==> config.mk <==
export PLATFORM = sky130hd
export DESIGN_NAME = sfc_core
export DESIGN_NICKNAME = d
export VERILOG_FILES = /design/src/sv/sfc_pkg.sv /design/src/sv/sfc_core.sv
export VERILOG_INCLUDE_DIRS = /design/src /design/src/sv
export SDC_FILE = /design/constraint.sdc
export NUM_CORES = 1
export LEC_CHECK = 0
export CAP_MARGIN = 10
export CORE_MARGIN = 8
export CORE_UTILIZATION = 45
export CTS_BUF_LIST = sky130_fd_sc_hd__clkbuf_4
export CTS_CLUSTER_DIAMETER = 80
export DETAILED_ROUTE_END_ITERATION = 7
export DONT_BUFFER_PORTS = 1
export SLEW_MARGIN = 20
export SYNTH_ARGS = -nofsm -noshare
export SYNTH_HDL_FRONTEND = slang
export SYNTH_SLANG_ARGS = --single-unit
==> constraint.sdc <==
create_clock -name clk -period 2.41 [get_ports clk]
set_input_delay 0.482 -clock clk [delete_from_list [all_inputs] [get_ports clk]]
set_output_delay 0.482 -clock clk [all_outputs]
set_load 0.02 [all_outputs]
==> src/sv/serial_frame_checker_defines.svh <==
// Assertion macros shared by the frame checker RTL.
// Each macro expects clk and arst_n to be visible at the point of use.
`ifndef SERIAL_FRAME_CHECKER_DEFINES_SVH
`define SERIAL_FRAME_CHECKER_DEFINES_SVH

// Same-cycle implication, disabled while reset is asserted.
`define SFC_ASSERT_IMPL(lbl, ante, cons, msg) \
	lbl: assert property (@(posedge clk) disable iff (!arst_n) (ante) |-> (cons)) \
		else $error(msg);

// Next-cycle implication, disabled while reset is asserted.
`define SFC_ASSERT_NEXT(lbl, ante, cons, msg) \
	lbl: assert property (@(posedge clk) disable iff (!arst_n) (ante) |=> (cons)) \
		else $error(msg);

`endif

==> src/sv/sfc_pkg.sv <==
`default_nettype none

package sfc_pkg;

	// Frame positions and bytes are both eight bits wide.
	typedef logic [7:0] byte_t;
	typedef logic [7:0] pos_t;

	// Default buffer size in bytes.
	localparam int unsigned BUF_LEN_DEF = 64;

	// Frame marker bytes.
	localparam byte_t SYNC0    = 8'hF7;
	localparam byte_t SYNC1    = 8'hF8;
	localparam byte_t TYPE0    = 8'h01;
	localparam byte_t TYPE1    = 8'h02;
	localparam byte_t END_MARK = 8'hFD;

	// Fixed positions inside a frame.
	localparam pos_t POS_SYNC0 = 8'd0;
	localparam pos_t POS_SYNC1 = 8'd1;
	localparam pos_t POS_LEN   = 8'd2;
	localparam pos_t POS_TYPE1 = 8'd4;
	localparam pos_t POS_BODY  = 8'd5;

	// Offset from the length byte to the end marker position.
	localparam logic [8:0] END_OFFSET = 9'd3;

	// One result beat.
	typedef struct packed {
		pos_t byte_index;
		pos_t next_index;
		logic frame_ok;
		logic frame_dropped;
	} sfc_result_t;

endpackage

`default_nettype wire

==> src/sv/sfc_core.sv <==
`default_nettype none
`include "serial_frame_checker_defines.svh"

// Frame parser state and the per-byte decision logic.
module sfc_core #(
	parameter int unsigned BUF_LEN = sfc_pkg::BUF_LEN_DEF
) (
	input  wire logic                clk,
	input  wire logic                arst_n,
	input  wire logic                adv,
	input  wire sfc_pkg::byte_t      rx_byte,
	output sfc_pkg::sfc_result_t     result
);

	localparam logic [8:0] BUF_LEN_W = 9'(BUF_LEN);

	sfc_pkg::pos_t  pos_q, pos_d;
	sfc_pkg::byte_t len_q, len_d;
	sfc_pkg::byte_t sum_q, sum_d;
	sfc_pkg::byte_t prev_q;
	logic           type_ok_q, type_ok_d;

	logic [8:0]     nxt;
	logic [8:0]     end_pos;
	sfc_pkg::byte_t body_sum;
	logic           ok;
	logic           drop;

	// Decide the next position and the frame flags for the current byte.
	always_comb begin
		nxt       = {1'b0, pos_q} + 9'd1;
		ok        = 1'b0;
		drop      = 1'b0;
		len_d     = len_q;
		sum_d     = sum_q;
		type_ok_d = type_ok_q;
		end_pos   = {1'b0, len_q} + sfc_pkg::END_OFFSET;
		// Sum of the body is the total so far minus the checksum byte.
		body_sum  = sum_q - prev_q;

		// Running checksum starts at the length byte.
		if (pos_q == sfc_pkg::POS_LEN) begin
			len_d = rx_byte;
			sum_d = rx_byte;
		end else if (pos_q > sfc_pkg::POS_LEN) begin
			sum_d = sum_q + rx_byte;
		end

		// Header, type and end checks; the type check wins over the end check.
		if (pos_q == sfc_pkg::POS_SYNC0) begin
			if (rx_byte != sfc_pkg::SYNC0) begin
				nxt = 9'd0;
			end
		end else if (pos_q == sfc_pkg::POS_SYNC1) begin
			if (rx_byte != sfc_pkg::SYNC1) begin
				nxt  = 9'd0;
				drop = 1'b1;
			end
		end else if (pos_q == sfc_pkg::POS_TYPE1) begin
			if (prev_q == sfc_pkg::TYPE0 && rx_byte == sfc_pkg::TYPE1) begin
				type_ok_d = 1'b1;
			end else begin
				type_ok_d = 1'b0;
				nxt       = 9'd0;
				drop      = 1'b1;
			end
		end else if (pos_q > sfc_pkg::POS_LEN && {1'b0, pos_q} == end_pos) begin
			if (rx_byte == sfc_pkg::END_MARK && body_sum == prev_q) begin
				ok = 1'b1;
			end else begin
				drop = 1'b1;
			end
			nxt = 9'd0;
		end

		// Wrap at the end of the buffer.
		if (nxt >= BUF_LEN_W) begin
			nxt = 9'd0;
		end
		if (nxt == 9'd0) begin
			type_ok_d = 1'b0;
		end
		pos_d = nxt[7:0];
	end

	// Result fields for this byte.
	always_comb begin
		result.byte_index    = pos_q;
		result.next_index    = pos_d;
		result.frame_ok      = ok;
		result.frame_dropped = drop;
	end

	// Parser state advances once per byte handed to the result register.
	always_ff @(posedge clk or negedge arst_n) begin
		if (!arst_n) begin
			pos_q     <= '0;
			len_q     <= '0;
			sum_q     <= '0;
			prev_q    <= '0;
			type_ok_q <= 1'b0;
		end else if (adv) begin
			pos_q     <= pos_d;
			len_q     <= len_d;
			sum_q     <= sum_d;
			prev_q    <= rx_byte;
			type_ok_q <= type_ok_d;
		end
	end

	// The type flag is set exactly while parsing the frame body.
	`SFC_ASSERT_IMPL(a_type_flag, 1'b1, type_ok_q == (pos_q >= sfc_pkg::POS_BODY), "type flag out of step with position")
	// The position never reaches the buffer size.
	`SFC_ASSERT_IMPL(a_pos_range, 1'b1, {1'b0, pos_q} < BUF_LEN_W, "position past buffer end")
	// A byte never both accepts and drops a frame.
	`SFC_ASSERT_IMPL(a_flags_excl, adv, !(ok && drop), "frame accepted and dropped together")
	// Any accepted or dropped frame restarts at position zero.
	`SFC_ASSERT_NEXT(a_restart, adv && (ok || drop), pos_q == sfc_pkg::POS_SYNC0, "no restart after frame end")

endmodule

`default_nettype wire

==> flow_summary.ini, run 1 <==
[clocking]
clkSinkCount = 32
cts_tree = yes
clockBufferDepth = 2
root_buffer = clkbuf_4
htreeDepth = 2
worstSkewPairLatency_ps = 330
clkSlewWorstSetupHoldPaths_ps = 100
numCtsBuffers = 5

[die]
row_count = 28
die_h_microns = 93.07
initial_core_util_pct = 45.96
ios = 29
dieArea_sq_um = 8661
core_sq_um = 5816
die_w_microns = 93.07

[layout]
nFillCells = 521
nNetsFinal = 407
diodes = 0
stdcell_area_sq_um = 3596
syn_to_final_growth_pct = 34.55
drive_gt1_share_pct = 37.50
fin_cells = 451

[grt]
grt_pass1_vias = 2538
grt_max_degree = 33
overflow = 0
antenna_found_initial = 0
grt_pass1_wl_mm = 12.22
track_usage_pct = 17.65

[yosys]
synth-seq-cells = 32
yosys_warnings = 0
synth_cell_types = 57
synth_top_family_by_area = simple AND/OR/NAND/NOR gates
synth_compound_area_share_pct = 16.67
synth-xor-area-share_pct = 7.537
synthFlopType = dfrtp_1
synthCells = 310
yosys.area_share.adder_pct = 10.39
netlist_area_sq_um = 2673
syn_area_per_cell_sq_um = 8.621
synth.area.mux_share_pct = 6.227
synth_edf_count = 0
synthArstFlopShare_pct = 100.0
synthSimpleGateAreaFrac_pct = 22.14
ys_seq_area_share_pct = 29.96

[timing]
worst_slack_ps = -518.5
period_share_pct = 121.5
slew_headroom_pct = 48.30
fmax_mhz = 341.5
slew_viol_final = 0
final_hold_viol_count = 0
setup_viol = 8
rsz0062_at_grt = true
hold-worst-slack_ps = 205.8
min_period_ps = 2928
finalClockSkew_ps = 11.47
worstMarginPinSlew_ps = 775.5

[pwr]
p_leak_uw = 0.001565
ir_drop_mv = 0.5923
p_per_area_nw_per_um2 = 1155

[placed_design]
dpl-instance-area_sq_um = 3224
place_hpwl_mm = 5.653
io_buffers = 0
gp_congestion = 0.8986
dp_cells = 430

[job]
drv_cap = 0

[worst_setup_path]
cp_data_required_time_ps = 1930
cp-start-kind = flip-flop
crit_type = flip-flop to output pin
endpoint_kind = output pin
cp_max_fo = 2
cp.arrival_ps = 2450
reg2reg_depth = 9

[status]
violations = setup timing
status = finished, violations left

[drt]
avgRoutedWirePerCell_microns = 16.60
routed_wl_mm = 7.488
postRouteAntennaNets = 0
viasPerCell = 5.397
drcViolationCount = 0
first_pass_iters = 4
vias = 2434
drtIter0Drc = 64

[worst_hold_path]
hold_class = primary input to flip-flop
whs_path_depth = 1
-- synthesized netlist by cell type, types with 3 or more instances --
cell type | count | share of area (%)
xor2_1 | 8 | 2.6
mux2_2 | 9 | 3.8
buf_2 | 4 | 0.75
buf_4 | 5 | 1.4
nand2_1 | 34 | 4.8
mux2i_1 | 5 | 1.9
nor4b_1 | 3 | 0.98
a21boi_0 | 3 | 0.84
a31oi_1 | 7 | 1.6
dfrtp_1 | 32 | 30
a21oi_1 | 14 | 2.6
xnor2_1 | 15 | 4.9
nor3_1 | 8 | 1.5
a211oi_1 | 3 | 0.84
and2_1 | 3 | 0.70
nor2_1 | 22 | 3.1
ha_1 | 19 | 8.9
o21a_1 | 4 | 1.1
nor2b_1 | 9 | 2.1
nor4_1 | 3 | 0.70
o22ai_1 | 4 | 0.94
o21ai_0 | 18 | 3.4
nand4_1 | 4 | 0.94
nand3_1 | 8 | 1.5
inv_1 | 26 | 3.7
-- flip-flops by register name (all words and copies together) (netlist names) --
register	cells
prev_q	8
sum_q	8
pos_q	8
len_q	8
-- layout make-up --
cell class	instances	area, sq um	share of cell area (%)
Sequential cell	32	805.8	22.41
Multi-Input combinational cell	240	1976	54.94
Timing Repair Buffer	70	564.3	15.69
Clock inverter	1	3.754	0.1044
Inverter	26	100.1	2.784
Tap cell	75	93.84	2.610
Clock buffer	7	52.55	1.461
-- kinds of logic (layout without fill, tap and decap cells) --
kind of cell | count (synthesis) | count (layout)
AOI/OAI and AO/OA | 69 | 69
muxes | 15 | 15
other | 1 | 2
buffers and inverters | 39 | 104
and+or+nand+nor | 110 | 110
adders and majority gates | 21 | 21
DFF | 32 | 32
xor gates and xnor gates | 23 | 23
-- power breakdown --
part	switching, uW	internal, uW
Sequential	205	718
Combinational	1440	1480
Clock	180	135
Total	1830	2330
-- per-layer routing --
metal	up-vias	global-route usage [%]	wire, microns
li1	1214	-	-
met4	0	5.906	153
met3	18	3.686	306
met5	-	0	0
met2	42	31.42	3873
met1	1160	20.49	3155
-- cell usage in the layout (no fill, tap or decap), types with 4 or more instances in the layout --
| cell type | n |
|---|---|
| inv_1 | 22 |
| xnor2_1 | 14 |
| a31oi_1 | 4 |
| o21ai_0 | 12 |
| buf_4 | 65 |
| nand3_1 | 7 |
| dfrtp_1 | 28 |
| mux2i_1 | 5 |
| clkbuf_4 | 7 |
| mux2_2 | 9 |
| nor3_1 | 7 |
| a21oi_1 | 10 |
| nor2_1 | 21 |
| o21ai_1 | 4 |
| ha_1 | 16 |
| nand2_1 | 31 |
| nand4_1 | 4 |
| xor2_1 | 7 |
| dfrtp_2 | 4 |
| nor2b_1 | 8 |
-- what timing repair did --
action,4_1_cts,5_1_grt
buffers inserted,4,9
hold endpoints to repair,32,0
gates resized for setup,12,32
pin swaps,11,13
endpoints found under the setup margin,11,16
gates cloned,0,0
hold buffers,2,0
-- worst max-delay path, stage by stage, from the launching register on --
cell and delay, ps:
dfrtp_1 410, ha_2 190, fa_2 530, xor2_1 130, nand4_1 130, nor4b_2 230
nand4b_1 170, nor3_1 170, buf_4 170
-- through the flow --
stage / power (uW) / setup TNS [ps] / worst slack [ps] / utilization, %
3_3_place_gp: 3395 / -887.3 / -216.1 / 55.44
6_report: 4155 / -3338 / -518.5 / 61.83
5_1_grt: 4487 / -4352 / -682.1 / 61.83
2_1_floorplan: 2685 / -948.7 / -234.3 / -
4_1_cts: 3870 / -3905 / -572.2 / 58.13
3_5_place_dp: 3451 / -1210 / -271.5 / 55.44
-- worst paths after layout --
check / startpoint / end / slack [ps]
worst min-delay path: adv / pos_q[7] / 210
worst min register to register: prev_q[7] / prev_q[7] / 530
worst max-delay path: prev_q[0] / result[1] / -520
max in group asynchronous: arst_n / sum_q[4] / 1620
min in group asynchronous: arst_n / pos_q[2] / 600
worst max register to register: len_q[0] / pos_q[1] / 40
(Power assumes the default switching activity.)
==> run 2, diff against run 1 <==
--- a/config.mk
+++ b/config.mk
@@ -7,12 +7,15 @@
 export NUM_CORES = 1
 export LEC_CHECK = 0
 export CAP_MARGIN = 10
+export CELL_PAD_IN_SITES_DETAIL_PLACEMENT = 1
+export CELL_PAD_IN_SITES_GLOBAL_PLACEMENT = 1
 export CORE_MARGIN = 8
 export CORE_UTILIZATION = 45
 export CTS_BUF_LIST = sky130_fd_sc_hd__clkbuf_4
 export CTS_CLUSTER_DIAMETER = 80
 export DETAILED_ROUTE_END_ITERATION = 7
 export DONT_BUFFER_PORTS = 1
+export PLACE_DENSITY_LB_ADDON = 0.1
 export SLEW_MARGIN = 20
 export SYNTH_ARGS = -nofsm -noshare
 export SYNTH_HDL_FRONTEND = slang
==> run 2 against run 1 <==
Compared with the run above: the flow still finishes with violations (setup timing); largest cell class unchanged; combinational power increased by 1%; clock power rose by 4%; via count grew 5.5%; critical path type unchanged; clock skew up 4.3 ps.
==> flow_summary.ini, run 2 (synthesized netlist as in run 1, its figures left out) <==
[grt]
antenna_found_initial = 0
grt_pass1_wl_mm = 13.67
grt_max_degree = 33
top_usage_layer = met2
grt_pass1_vias = 2753
track_usage_pct = 20.14
met3_usage_pct = 5.208
gr-usage-met2_pct = 36.57
overflow = 0
grtUsageMet1_pct = 21.14

[die]
dieArea_sq_um = 8661
core_sq_um = 5816
die_w_microns = 93.07
initial_core_util_pct = 45.96
die_h_microns = 93.07
ios = 29
row_count = 28

[timing]
min_period_ps = 3049
rsz0062_at_grt = true
fmax_mhz = 327.9
final.setup.tns_ps = -4288
period_share_pct = 126.5
final_hold_viol_count = 0
worst_slack_ps = -639.4
setup_viol = 11
slew_viol_final = 0
finalClockSkew_ps = 15.76

[clocking]
numCtsBuffers = 5
htreeDepth = 2
worstSkewPairLatency_ps = 360
cts_tree = yes
clockBufferDepth = 2
clkSinkCount = 32
root_buffer = clkbuf_4
clkSlewWorstSetupHoldPaths_ps = 120

[drt]
avgRoutedWirePerCell_microns = 19.28
first_pass_iters = 4
drtIter0Drc = 70
postRouteAntennaNets = 0
vias = 2569
viasPerCell = 5.659
drcViolationCount = 0
routed_wl_mm = 8.754

[worst_setup_path]
cp_data_required_time_ps = 1930
r2r_start = len_q[1]
reg2reg_to = pos_q[3]
crit_type = flip-flop to output pin
r2r_slack_ps = -20
cp-startpoint = sum_q[0]
crit_end = result[1]
endpoint_kind = output pin
cp.arrival_ps = 2570
cp-start-kind = flip-flop
cp_max_fo = 2
reg2reg_depth = 11

[placed_design]
post-place-ws_ps = -296.1
gp_congestion = 0.8578
io_buffers = 0
dpl-instance-area_sq_um = 3234
place_hpwl_mm = 6.352

[job]
drv_cap = 0

[layout]
mostFrequentLayoutCells = buf_4 (68), nand2_1 (32), dfrtp_1 (27), inv_1 (23), nor2_1 (20)
final_util_pct = 62.44
stdcell_area_sq_um = 3631
nNetsFinal = 410
syn_to_final_growth_pct = 35.86
diodes = 0
drive_gt1_share_pct = 39.31
final_common_cell = buf_4
nFillCells = 696

[pwr]
p_leak_uw = 0.001564
p_per_area_nw_per_um2 = 1165
ir_drop_mv = 0.6034

[status]
violations = setup timing
status = finished, violations left

[worst_hold_path]
hold_class = primary input to flip-flop
run 2: changes by cell type in the layout (fill, tap and decap cells not counted), moves of 2 or more:
cell / delta
buf_4: +3
buf_6: +2
ha_1: -2
o22ai_2: +2
run 2: stage by stage:
stage / power (uW) / hold slack (ps) / std cells
2_1_floorplan: 2685 / 186.4 / 311
3_3_place_gp: 3388 / 187.3 / 433
3_5_place_dp: 3484 / 187.1 / 433
4_1_cts: 4000 / 156.8 / 449
5_1_grt: 4553 / 169.8 / 454
6_report: 4229 / 183.3 / 454
run 2: report_power, final:
part / total, uW / switching (uW) / leakage (uW) / internal (uW)
registers: 946 / 227 / 0.000380 / 719
logic: 2960 / 1490 / 0.00115 / 1470
clock network: 328 / 206 / 0.0000293 / 122
total: 4230 / 1920 / 0.00156 / 2310
run 2: metal layers:
metal	vias up	wire length, microns
li1	1218	-
met2	46	4605
met4	0	340
met1	1282	3483
met5	-	0
met3	23	324
run 2: area by class of cell:
type / instances / area, sq um / area share [%]
Multi-Input combinational cell: 240 / 1999 / 55.07
Sequential cell: 32 / 807.0 / 22.23
Timing Repair Buffer: 73 / 574.3 / 15.82
Inverter: 26 / 100.1 / 2.757
Tap cell: 75 / 93.84 / 2.584
Clock buffer: 6 / 45.04 / 1.241
Clock inverter: 2 / 11.26 / 0.3101
run 2: how the worst min path moves through the flow:
stage                     cells past startpoint   start        to  slack (ps)
after detailed placement                      0  arst_n  sum_q[3]         190
after CTS                                     1     adv  pos_q[6]         160
after global routing                          1     adv  pos_q[6]         170
after floorplan                               0  arst_n  len_q[0]         190
after global placement                        0  arst_n  sum_q[3]         190
final                                         1     adv  pos_q[6]         180
run 2: worst max-delay path: stages (launching register included):
cell and delay (ps):
dfrtp_1 380, inv_1 70, ha_2 190, fa_2 520, xor2_1 150, nand4_1 110, nor4b_2 300, nand4b_1 190
nor3_2 140, buf_4 160
run 2: repair_timing:
action	in CTS	in global routing
setup buffers	7	6
gates resized for setup	17	30
hold endpoints to repair	32	0
endpoints found under the setup margin	15	16
pin swaps	17	14
hold buffers	2	0
